[config.mk]
export PLATFORM = sky130hd
export DESIGN_NAME = utf8_to_utf16_decoder_unit
export DESIGN_NICKNAME = d
export VERILOG_FILES = /design/src/sv/u8u16_pkg.sv /design/src/sv/u8u16_fifo.sv /design/src/sv/u8u16_front.sv /design/src/sv/u8u16_back.sv /design/src/sv/utf8_to_utf16_decoder_unit.sv
export SDC_FILE = /design/constraint.sdc
export NUM_CORES = 1
export LEC_CHECK = 0
export ABC_AREA = 0
export BUFFER_PORTS_ARGS = -buffer_cell sky130_fd_sc_hd__buf_2
export CORE_MARGIN = 3
export CORE_UTILIZATION = 40
export DETAILED_ROUTE_END_ITERATION = 7
export GPL_ROUTABILITY_DRIVEN = 0
export PLACE_DENSITY = 0.67
export SYNTH_ARGS = -nofsm -noshare
export SYNTH_HDL_FRONTEND = slang
export SYNTH_SLANG_ARGS = --single-unit
[constraint.sdc]
create_clock -name clk -period 5.6 [get_ports clk]
set_input_delay 0.84 -clock clk [delete_from_list [all_inputs] [get_ports clk]]
set_output_delay 0.84 -clock clk [all_outputs]
set_load 0.03 [all_outputs]
[src/sv/u8u16_pkg.sv]
// ----------------------------------------------------------------------------
// UTF-8 to UTF-16 decoder package
// Types, status codes and constants shared by the decoder modules.
// ----------------------------------------------------------------------------
package u8u16_pkg;

	localparam int JOB_DEPTH_DEF = 4;
	localparam int RES_DEPTH_DEF = 4;

	localparam logic [26:0] LEAD_OFF_2   = 27'h0003080;
	localparam logic [26:0] LEAD_OFF_3   = 27'h00E2080;
	localparam logic [26:0] LEAD_OFF_4   = 27'h3C82080;
	localparam logic [26:0] PLANE1_BASE  = 27'h0010000;
	localparam logic [26:0] MAX_CODE     = 27'h010FFFF;
	localparam logic [26:0] BMP_MAX      = 27'h000FFFF;
	localparam logic [15:0] SURR_HI_BASE = 16'hD800;
	localparam logic [15:0] SURR_LO_BASE = 16'hDC00;
	localparam logic [15:0] REPL_CHAR    = 16'hFFFD;
	localparam logic [19:0] LOW10_MASK   = 20'h003FF;

	typedef enum logic [1:0] {
		ST_UNIT      = 2'd0,
		ST_ILLEGAL   = 2'd1,
		ST_EXHAUSTED = 2'd2
	} status_t;

	typedef enum logic [1:0] {
		JOB_UNIT = 2'd0,
		JOB_PAIR = 2'd1,
		JOB_ERR  = 2'd2,
		JOB_EXH  = 2'd3
	} job_kind_t;

	typedef struct packed {
		logic [7:0] in_byte;
		logic       stream_last;
	} in_item_t;

	typedef struct packed {
		logic [15:0] code_unit;
		status_t     status;
		logic        run_last;
		logic        stream_done;
	} out_item_t;

	// classified sequence handed from front to back
	typedef struct packed {
		job_kind_t   kind;
		logic [19:0] value;
		logic        last;
	} job_t;

endpackage

[src/sv/u8u16_fifo.sv]
// ----------------------------------------------------------------------------
// UTF-8 to UTF-16 decoder: small register FIFO
// First-word-fall-through queue used between front/back and at the output.
// ----------------------------------------------------------------------------
module u8u16_fifo #(
	parameter type T     = logic,
	parameter int  DEPTH = 4
) (
	input  logic clk,
	input  logic arst_n,
	input  logic push,
	input  T     wr_data,
	output logic full,
	input  logic pop,
	output T     rd_data,
	output logic empty
);

	localparam int PW = (DEPTH > 1) ? $clog2(DEPTH) : 1;
	localparam int CW = $clog2(DEPTH + 1);

	T                store_q [DEPTH];
	logic [PW-1:0]   wr_ptr_q;
	logic [PW-1:0]   rd_ptr_q;
	logic [CW-1:0]   count_q;
	logic            do_push;
	logic            do_pop;

	assign full    = (count_q == CW'(DEPTH));
	assign empty   = (count_q == '0);
	assign do_push = push && !full;
	assign do_pop  = pop && !empty;
	assign rd_data = store_q[rd_ptr_q];

	always_ff @(posedge clk or negedge arst_n) begin
		if (!arst_n) begin
			wr_ptr_q <= '0;
			rd_ptr_q <= '0;
			count_q  <= '0;
		end else begin
			if (do_push) begin
				wr_ptr_q <= (wr_ptr_q == PW'(DEPTH - 1)) ? '0 : wr_ptr_q + 1'b1;
			end
			if (do_pop) begin
				rd_ptr_q <= (rd_ptr_q == PW'(DEPTH - 1)) ? '0 : rd_ptr_q + 1'b1;
			end
			if (do_push && !do_pop) begin
				count_q <= count_q + 1'b1;
			end else if (do_pop && !do_push) begin
				count_q <= count_q - 1'b1;
			end
		end
	end

	always_ff @(posedge clk) begin
		if (do_push) begin
			store_q[wr_ptr_q] <= wr_data;
		end
	end

endmodule

[src/sv/u8u16_front.sv]
// ----------------------------------------------------------------------------
// UTF-8 to UTF-16 decoder: front end
// Gathers bytes of a sequence, checks it and converts it to a code point job.
// ----------------------------------------------------------------------------
module u8u16_front (
	input  logic                clk,
	input  logic                arst_n,
	input  logic                push,
	output logic                full,
	input  u8u16_pkg::in_item_t in_item,
	input  logic                cfg_we,
	input  logic                cfg_wdata,
	output logic                job_push,
	output u8u16_pkg::job_t     job_data,
	input  logic                job_full
);

	logic [7:0]  held_q [4];
	logic [2:0]  need_q;
	logic [2:0]  cnt_q;
	logic        disc_q;
	logic        strict_q;

	logic        accept;
	logic [7:0]  h [4];
	logic [2:0]  need;
	logic [2:0]  len;
	logic        partial;
	logic        legal;
	logic [26:0] sum;
	logic [26:0] ch;
	logic [26:0] ch_sup;
	u8u16_pkg::job_t job;
	logic        job_valid;

	function automatic logic [2:0] trail_count(input logic [7:0] b);
		logic [2:0] r;
		if (b < 8'hC0)      r = 3'd0;
		else if (b < 8'hE0) r = 3'd1;
		else if (b < 8'hF0) r = 3'd2;
		else if (b < 8'hF8) r = 3'd3;
		else if (b < 8'hFC) r = 3'd4;
		else                r = 3'd5;
		return r;
	endfunction

	function automatic logic trailer_ok(input logic [7:0] a);
		return (a >= 8'h80) && (a <= 8'hBF);
	endfunction

	assign accept = push && !job_full;
	assign full   = job_full;

	always_comb begin
		for (int i = 0; i < 4; i++) begin
			h[i] = ((cnt_q == 3'(i)) && !cnt_q[2]) ? in_item.in_byte : held_q[i];
		end
		need    = (cnt_q == '0) ? trail_count(in_item.in_byte) : need_q;
		len     = cnt_q + 3'd1;
		partial = (len <= need);

		legal = (len <= 3'd4);
		if (len >= 3'd4 && !trailer_ok(h[3])) legal = 1'b0;
		if (len >= 3'd3 && !trailer_ok(h[2])) legal = 1'b0;
		if (len >= 3'd2) begin
			if (h[1] > 8'hBF) legal = 1'b0;
			case (h[0])
				8'hE0:   if (h[1] < 8'hA0) legal = 1'b0;
				8'hF0:   if (h[1] < 8'h90) legal = 1'b0;
				8'hF4:   if (h[1] < 8'h80 || h[1] > 8'h8F) legal = 1'b0;
				default: if (h[1] < 8'h80) legal = 1'b0;
			endcase
		end
		if (h[0] inside {[8'h80:8'hC1]}) legal = 1'b0;
		if (h[0] > 8'hF4) legal = 1'b0;

		case (len)
			3'd1: sum = {19'd0, h[0]};
			3'd2: sum = ({19'd0, h[0]} << 6) + {19'd0, h[1]} - u8u16_pkg::LEAD_OFF_2;
			3'd3: sum = ({19'd0, h[0]} << 12) + ({19'd0, h[1]} << 6) + {19'd0, h[2]}
				- u8u16_pkg::LEAD_OFF_3;
			3'd4: sum = ({19'd0, h[0]} << 18) + ({19'd0, h[1]} << 12)
				+ ({19'd0, h[2]} << 6) + {19'd0, h[3]} - u8u16_pkg::LEAD_OFF_4;
			default: sum = '0;
		endcase
		ch     = sum;
		ch_sup = ch - u8u16_pkg::PLANE1_BASE;

		job.last  = in_item.stream_last;
		job.value = '0;
		job.kind  = u8u16_pkg::JOB_ERR;
		if (partial) begin
			job.kind = u8u16_pkg::JOB_EXH;
		end else if (!legal) begin
			job.kind = u8u16_pkg::JOB_ERR;
		end else if (ch <= u8u16_pkg::BMP_MAX) begin
			if (strict_q && (ch inside {[27'h000D800:27'h000DFFF]})) begin
				job.kind = u8u16_pkg::JOB_ERR;
			end else begin
				job.kind  = u8u16_pkg::JOB_UNIT;
				job.value = {4'd0, ch[15:0]};
			end
		end else if (ch > u8u16_pkg::MAX_CODE) begin
			// unreachable past the checks; kept for the lenient replacement
			if (strict_q) begin
				job.kind = u8u16_pkg::JOB_ERR;
			end else begin
				job.kind  = u8u16_pkg::JOB_UNIT;
				job.value = {4'd0, u8u16_pkg::REPL_CHAR};
			end
		end else begin
			job.kind  = u8u16_pkg::JOB_PAIR;
			job.value = ch_sup[19:0];
		end

		job_valid = !disc_q && (!partial || in_item.stream_last);
	end

	assign job_push = accept && job_valid;
	assign job_data = job;

	always_ff @(posedge clk or negedge arst_n) begin
		if (!arst_n) begin
			need_q   <= '0;
			cnt_q    <= '0;
			disc_q   <= 1'b0;
			strict_q <= 1'b1;
		end else begin
			if (cfg_we) begin
				strict_q <= cfg_wdata;
			end
			if (accept) begin
				if (disc_q) begin
					if (in_item.stream_last) disc_q <= 1'b0;
				end else if (partial && !in_item.stream_last) begin
					cnt_q  <= len;
					need_q <= need;
				end else begin
					cnt_q  <= '0;
					need_q <= '0;
					// drop the rest of the stream after an illegal sequence
					if (!partial && job.kind == u8u16_pkg::JOB_ERR && !in_item.stream_last) begin
						disc_q <= 1'b1;
					end
				end
			end
		end
	end

	always_ff @(posedge clk) begin
		if (accept && !disc_q && !cnt_q[2]) begin
			held_q[cnt_q[1:0]] <= in_item.in_byte;
		end
	end

endmodule

[src/sv/u8u16_back.sv]
// ----------------------------------------------------------------------------
// UTF-8 to UTF-16 decoder: back end
// Expands each job into one or two result transactions.
// ----------------------------------------------------------------------------
module u8u16_back (
	input  logic                 clk,
	input  logic                 arst_n,
	input  logic                 job_empty,
	input  u8u16_pkg::job_t      job_data,
	output logic                 job_pop,
	output logic                 res_push,
	output u8u16_pkg::out_item_t res_data,
	input  logic                 res_full
);

	logic second_q;
	logic emit;
	logic is_pair;

	assign emit     = !job_empty && !res_full;
	assign is_pair  = (job_data.kind == u8u16_pkg::JOB_PAIR);
	assign res_push = emit;
	// hold the pair job until its low surrogate has gone out
	assign job_pop  = emit && !(is_pair && !second_q);

	always_comb begin
		res_data.code_unit   = '0;
		res_data.status      = u8u16_pkg::ST_UNIT;
		res_data.run_last    = 1'b1;
		res_data.stream_done = job_data.last;
		case (job_data.kind)
			u8u16_pkg::JOB_UNIT: begin
				res_data.code_unit = job_data.value[15:0];
			end
			u8u16_pkg::JOB_PAIR: begin
				if (second_q) begin
					res_data.code_unit = u8u16_pkg::SURR_LO_BASE
						+ {6'd0, job_data.value[9:0]};
				end else begin
					res_data.code_unit   = u8u16_pkg::SURR_HI_BASE
						+ {6'd0, job_data.value[19:10]};
					res_data.run_last    = 1'b0;
					res_data.stream_done = 1'b0;
				end
			end
			u8u16_pkg::JOB_ERR: begin
				res_data.status      = u8u16_pkg::ST_ILLEGAL;
				res_data.stream_done = 1'b1;
			end
			u8u16_pkg::JOB_EXH: begin
				res_data.status      = u8u16_pkg::ST_EXHAUSTED;
				res_data.stream_done = 1'b1;
			end
			default: begin
				res_data.status      = u8u16_pkg::ST_ILLEGAL;
				res_data.stream_done = 1'b1;
			end
		endcase
	end

	always_ff @(posedge clk or negedge arst_n) begin
		if (!arst_n) begin
			second_q <= 1'b0;
		end else if (emit && is_pair) begin
			second_q <= !second_q;
		end
	end

endmodule

[src/sv/utf8_to_utf16_decoder_unit.sv]
// Path: a byte that completes a sequence is written to the job queue, and the back end then
// expands the job into the result queue; a pair gives its low surrogate after its high one.
// Throughput: one byte per cycle unless the job queue is full; one result per cycle from the back
// end unless the result queue is full; pairs hold it for both units, which the job queue absorbs.
// Reset: arst_n clears both queues, the sequence state and discard flag; strict mode resets to 1.
// ----------------------------------------------------------------------------
// UTF-8 to UTF-16 decoder unit
// Front end checks and converts byte sequences, back end emits UTF-16 units.
// ----------------------------------------------------------------------------
module utf8_to_utf16_decoder_unit #(
	parameter int JOB_DEPTH = u8u16_pkg::JOB_DEPTH_DEF,
	parameter int RES_DEPTH = u8u16_pkg::RES_DEPTH_DEF
) (
	input  logic                 clk,
	input  logic                 arst_n,
	input  logic                 push,
	output logic                 full,
	input  u8u16_pkg::in_item_t  in_item,
	output logic                 empty,
	input  logic                 pop,
	output u8u16_pkg::out_item_t out_item,
	input  logic                 cfg_we,
	input  logic                 cfg_wdata
);

	logic                 job_push;
	logic                 job_full;
	logic                 job_pop;
	logic                 job_empty;
	u8u16_pkg::job_t      job_in;
	u8u16_pkg::job_t      job_out;
	logic                 res_push;
	logic                 res_full;
	u8u16_pkg::out_item_t res_in;

	u8u16_front u_front (
		.clk       (clk),
		.arst_n    (arst_n),
		.push      (push),
		.full      (full),
		.in_item   (in_item),
		.cfg_we    (cfg_we),
		.cfg_wdata (cfg_wdata),
		.job_push  (job_push),
		.job_data  (job_in),
		.job_full  (job_full)
	);

	u8u16_fifo #(
		.T     (u8u16_pkg::job_t),
		.DEPTH (JOB_DEPTH)
	) u_job_q (
		.clk     (clk),
		.arst_n  (arst_n),
		.push    (job_push),
		.wr_data (job_in),
		.full    (job_full),
		.pop     (job_pop),
		.rd_data (job_out),
		.empty   (job_empty)
	);

	u8u16_back u_back (
		.clk       (clk),
		.arst_n    (arst_n),
		.job_empty (job_empty),
		.job_data  (job_out),
		.job_pop   (job_pop),
		.res_push  (res_push),
		.res_data  (res_in),
		.res_full  (res_full)
	);

	u8u16_fifo #(
		.T     (u8u16_pkg::out_item_t),
		.DEPTH (RES_DEPTH)
	) u_res_q (
		.clk     (clk),
		.arst_n  (arst_n),
		.push    (res_push),
		.wr_data (res_in),
		.full    (res_full),
		.pop     (pop),
		.rd_data (out_item),
		.empty   (empty)
	);

endmodule

== Word level (Yosys, flattened, before mapping) ==
Memory sizes are Yosys's and may differ from the RTL's.
Cells that the tools add are included.

* Output and inout bits: 22
* Register bits after elaboration: 23
* RAM bits: 204
* Memories: 3
* Word-level logic and storage cells: 197
* Input port bits: 15

* Mux-type cells: 58
* Reduce and logical (&&, ||, !) cells: 57
* $lt $le $gt $ge: 26
* Equality and inequality tests: 20
* Add/sub/neg operators: 21
* Bitwise logic cells: 1

{| class="wikitable"
|+ Memories
! name !! words !! width !! read ports !! clocked after memory_dff !! wr ports !! RTL line !! source
|-
| u_job_q.store_q || 4 || 23 || 1 || 0 || 1 || u8u16_fifo.sv:22 || <nowiki>T store_q [DEPTH];</nowiki>
|-
| u_res_q.store_q || 4 || 20 || 1 || 0 || 1 || u8u16_fifo.sv:22 ||
|-
| u_front.held_q || 4 || 8 || 4 || 0 || 1 || u8u16_front.sv:18 || <nowiki>logic [7:0] held_q [4];</nowiki>
|}

{| class="wikitable"
|+ Operator list
! cell !! count
|-
| $pmux 27 s4 || 1
|-
| $lt 8x8->1 const B || 8
|-
| $add 27x8->27 || 2
|-
| $le 27x16->1 const B || 2
|-
| $mux 16 || 3
|-
| $mux 22 || 2
|-
| $mux 20 || 2
|-
| $mux 3 || 11
|-
| $add 15x11->16 const A || 2
|-
| $mux 8 || 4
|-
| $pmux 16 s2 || 1
|-
| $logic_and 1x1->1 || 31
|-
| $add 26x20->27 || 1
|-
| $add 27x14->27 || 1
|-
| $ge 27x16->1 const B || 1
|-
| $gt 27x21->1 const B || 1
|-
| $sub 27x14->27 const B || 1
|-
| $sub 27x20->27 const B || 1
|-
| $sub 27x26->27 const B || 1
|-
| $eq 8x8->1 const B || 3
|-
| $ge 8x8->1 const B || 3
|-
| $gt 8x8->1 const B || 3
|-
| $le 8x8->1 const B || 3
|-
| $mux 1 || 22
|-
| other kinds (27) || 73
|}

== Depth between registers and ports, before layout ==
* Depth in word-level cells: 23
* Mapped depth: 28
* Mapped depth without buffers: 26

== Hierarchy ==
From an unflattened synthesis, not the netlist that was laid out.

* Cell total of the unflattened synthesis: 988
* Area total of the unflattened synthesis: 12,721.0 um^2

{| class="wikitable"
|+ Modules (own cells, without submodules)
! module !! area an instance (um^2) !! instances !! cells an instance !! sequential area each (um^2)
|-
| u8u16_front || 5,323.9 || 1 || 631 || 1,162.4
|-
| u8u16_fifo (u_job_q) || 3,761.1 || 1 || 158 || 2,937.8
|-
| u8u16_fifo (u_res_q) || 3,323.2 || 1 || 141 || 2,577.5
|-
| u8u16_back || 312.8 || 1 || 58 || 25.0
|}

== Worst setup path after synthesis ==
No wires, ideal clock.

* Path type: register -> register
* Start: reg u_front.cnt_q[0]
* End: mem u_job_q.store_q[0][5] in the netlist's numbering, data pin
* Arrival time: 5.882 ns
* Required time: 5.317 ns
* Library setup time: 0.283 ns
* Cell stages (with the launch flop): 24
* Period minus slack after synthesis: 6.165 ns
* Setup slack: -0.565 ns
* Buffers on the path: 3
* Cells stage by stage: dfrtp_1 inv_1 ha_1 nand2b_1 buf_4 buf_1 mux2i_1 inv_1 ha_1 and4b_1 a31o_2 a211oi_1 nor2_1 ha_1 o41a_1 a211o_1 ha_1 o221a_2 a221oi_1 nand4b_1 or3_1 a31oi_4 buf_2 a21oi_1

{| class="wikitable"
|+ RTL lines
! item !! RTL line !! source
|-
| start, declared || u8u16_front.sv:20 || <nowiki>logic [2:0] cnt_q;</nowiki>
|-
| start signal, assigned || u8u16_front.sv:136 || <nowiki>cnt_q <= len;</nowiki>
|-
| end, declared || u8u16_fifo.sv:22 ||
|}

==> results.cfg <==
[run_status]
outcome = finished, final reports clean

[setup_path]
crit_path_top_delay_cell = a41oi_1
worstPathRequired_ps = 5840
crit_path_end_kind = flip-flop
worstPathCellList = inv_1, ha_2, nand2b_4, mux2i_2, inv_1, ha_1, and4b_1, a31o_2, a41oi_1, a31oi_1, a41oi_1, a21boi_1, and2_4, ha_2, inv_1, a211oi_2, a41oi_1, nor4_1, nand3b_1, a41oi_4, buf_12, a21oi_2
worstReg2RegEnd = u_job_q.store_q[0][8]
cp.arrival_ps = 5650
reg2regPathDepth = 22
crit_path_start_kind = flip-flop
worstSetupPathType = flip-flop to flip-flop
r2r_start = u_front.cnt_q[1]
path_buf_inv = 4
worst_path_dominant_cell_family = compound AO/OA/AOI/OAI gates
ff2ff_setup_slack_ps = 190
cp_max_fo = 8
cpPeakStageDelay_ps = 590

[drt]
routedWlPerCell_microns = 19.93
dr_total_vias = 8141
vias_per_cell = 5.607
wirelength_microns = 28940
drt_pass1_iterations = 5
ant_nets = 0
drc = 0
first_iter_violations = 699

[synth]
synth_area_sq_um = 12300
syn_area_per_cell_sq_um = 13.41
synth_edf_count = 204
synth_top_area_share = 0.4981
async_flop_share = 0.1013
ys.flop_type = edfxtp_1
ys_warn_count = 0
synth_top_area_cell = edfxtp_1
synth.most_common_cell = edfxtp_1
synth_cells = 917
synthDistinctLibCells = 81
ys_seq_elements = 227
yosys-top-cells-count = edfxtp_1, ha_1, inv_1, nor2_1
synth.area.top_cells = edfxtp_1, mux4_2, ha_1, dfrtp_1, mux2i_1
synth_fp_nets = 999
ys_seq_area_frac = 0.5450

[power_and_ir_drop]
power_density_nw_per_um2 = 675.8
leakage_nw = 5.455
ir_drop_mv = 0.3319

[cts]
cts_buffer_depth = 3
cts_root_buf = clkbuf_16
h-tree-depth = 1
clkTransAtPathRegs_ps = 60
numCtsBuffers = 24
cts_tree = built
clkLatencyLatePin_ps = 520
cts.sinks = 227

[place]
hpwl_microns = 21370
placed_cells = 1403
portBuffers = 36

[timing]
period_minus_slack_ps = 5414
worst_pin_slew_ps = 1093
clock_skew_ps = 14.63
final.period_utilization = 0.9667
setup_violations = 0
drv_slew = 0
fin_setup_tns_ps = 0
relSlewSlack = 0.2698
fmax_mhz = 184.7
hold_violations = 0

[die]
start_util = 0.4106
rows = 63
ioPinCount = 37
core_sq_um = 29950
die_area_sq_um = 32890
die_h_microns = 181.4
die_w_microns = 181.4

[global_routing]
grt_use_total = 0.1686
grt_pass1_wl_microns = 44280
grt_max_degree = 26
antenna_found_initial = 1
grt_pass1_vias = 8077
grt-ovfl-total = 0

[min_path]
hold_path.class = input pin to asynchronous set/reset pin

[cells_and_area]
drive_gt1_frac = 0.2881
n_antenna_cell = 0
area_growth_pct = 19.53
nets = 1126
finalNonFillerCells = 1452

[flow_run]
maxCapViolations = 0
==> metrics by stage <==
| stage | setup WS [ps] | cell area [sq um] | util | total power [mW] | hold WS, ps |
|---|---|---|---|---|---|
| 2_1_floorplan | 3.927 | 12340 | - | 6.417 | 450.4 |
| 3_3_place_gp | -8.502 | 13570 | 0.4529 | 7.947 | 468.6 |
| 3_5_place_dp | -18.54 | 13570 | 0.4529 | 8.040 | 478.5 |
| 4_1_cts | -1.085 | 14350 | 0.4791 | 9.615 | 323.4 |
| 5_1_grt | -50.54 | 14700 | 0.4908 | 10.53 | 355.9 |
| 6_report | 186.5 | 14700 | 0.4908 | 9.935 | 325.3 |
==> power breakdown <==
group	leakage (nW)	internal, mW	switching [mW]
Combinational	2.90	2.18	3.12
Clock	0.376	0.925	0.615
Sequential	2.18	2.88	0.208
Total	5.46	5.99	3.95
==> flip-flops by register name, summed over array words and instances (netlist names), 2 cells and up <==
signal,count
u_job_q.count_q,3
u_front.held_q,32
u_job_q.rd_ptr_q,2
u_res_q.rd_ptr_q,2
u_res_q.count_q,3
u_res_q.wr_ptr_q,2
u_front.need_q,3
u_job_q.store_q,92
u_front.cnt_q,3
u_res_q.store_q,80
u_job_q.wr_ptr_q,2
==> routing by layer <==
layer / track usage / routed length (microns) / part of all wire
met4: 0.07892 / 1425 / 0.049
met3: 0.02456 / 1591 / 0.055
met5: 0 / 13 / 0.00045
met1: 0.2185 / 12100 / 0.42
met2: 0.2803 / 13820 / 0.48
==> timing repair <==
| item | 4_1_cts | 5_1_grt |
|---|---|---|
| pin swaps | 0 | 7 |
| resized for setup | 2 | 63 |
| buffers inserted | 0 | 5 |
| hold buffers | 0 | 0 |
| endpoints found under the setup margin | 10 | 89 |
| gates cloned | 0 | 0 |
==> cell usage in the layout (no fill, tap or decap), types with 5 or more instances in the layout <==
master / Yosys / routed
nand2b_1: 14 / 10
nor3_1: 13 / 13
nor4_1: 9 / 5
nand3_1: 13 / 13
inv_2: 3 / 5
mux2_2: 19 / 18
inv_1: 57 / 55
clkbuf_1: 23 / 5
a21oi_1: 28 / 24
a221oi_1: 6 / 5
clkinv_1: 0 / 6
a21o_1: 10 / 10
mux4_2: 43 / 43
clkbuf_16: 0 / 24
nor2_1: 57 / 56
buf_4: 1 / 95
dfrtp_1: 22 / 22
edfxtp_1: 204 / 204
xor2_1: 11 / 11
buf_2: 1 / 36
o21ai_0: 25 / 22
o21a_1: 6 / 6
mux2i_1: 41 / 34
a22o_1: 9 / 9
a21oi_2: 8 / 9
nor2b_1: 8 / 7
ha_1: 63 / 58
a31oi_1: 9 / 7
or3_1: 6 / 5
and2_1: 18 / 17
o22ai_1: 7 / 7
nand2_1: 43 / 43
xnor2_1: 16 / 14
==> cell families (layout without fill, tap and decap cells) <==
group	count (synthesis)	count (layout)	synth area share
compound gates	183	183	0.1113
fa+ha+maj	67	67	0.07060
simple gates	215	215	0.09095
xor+xnor	28	28	0.02146
flops	227	227	0.5450
mux	104	104	0.1307
buf+inv	93	238	0.03001
==> layout make-up <==
type / count / area [sq um]
multi-input cells: 597 / 5574
flip-flops and latches: 227 / 6703
clock inverters: 15 / 156.4
fillers: 2542 / 15250
well taps: 390 / 488.0
clock buffers: 29 / 619.3
inverters: 60 / 225.2
repair buffers: 134 / 935.9
==> how the worst max path moves through the flow <==
stage                     slack, ps  cells past startpoint             start                      to
after floorplan                   4                     24  u_front.cnt_q[0]  u_job_q.store_q[0][10]
after global placement           -9                     26  u_front.cnt_q[0]  u_job_q.store_q[0][11]
after detailed placement        -20                     24        in_item[7]  u_job_q.store_q[1][11]
after CTS                        -1                     24  u_front.cnt_q[0]  u_job_q.store_q[1][20]
after global routing            -50                     22  u_front.cnt_q[1]   u_job_q.store_q[2][5]
final                           190                     22  u_front.cnt_q[1]   u_job_q.store_q[0][8]
(Power assumes the default switching activity.)
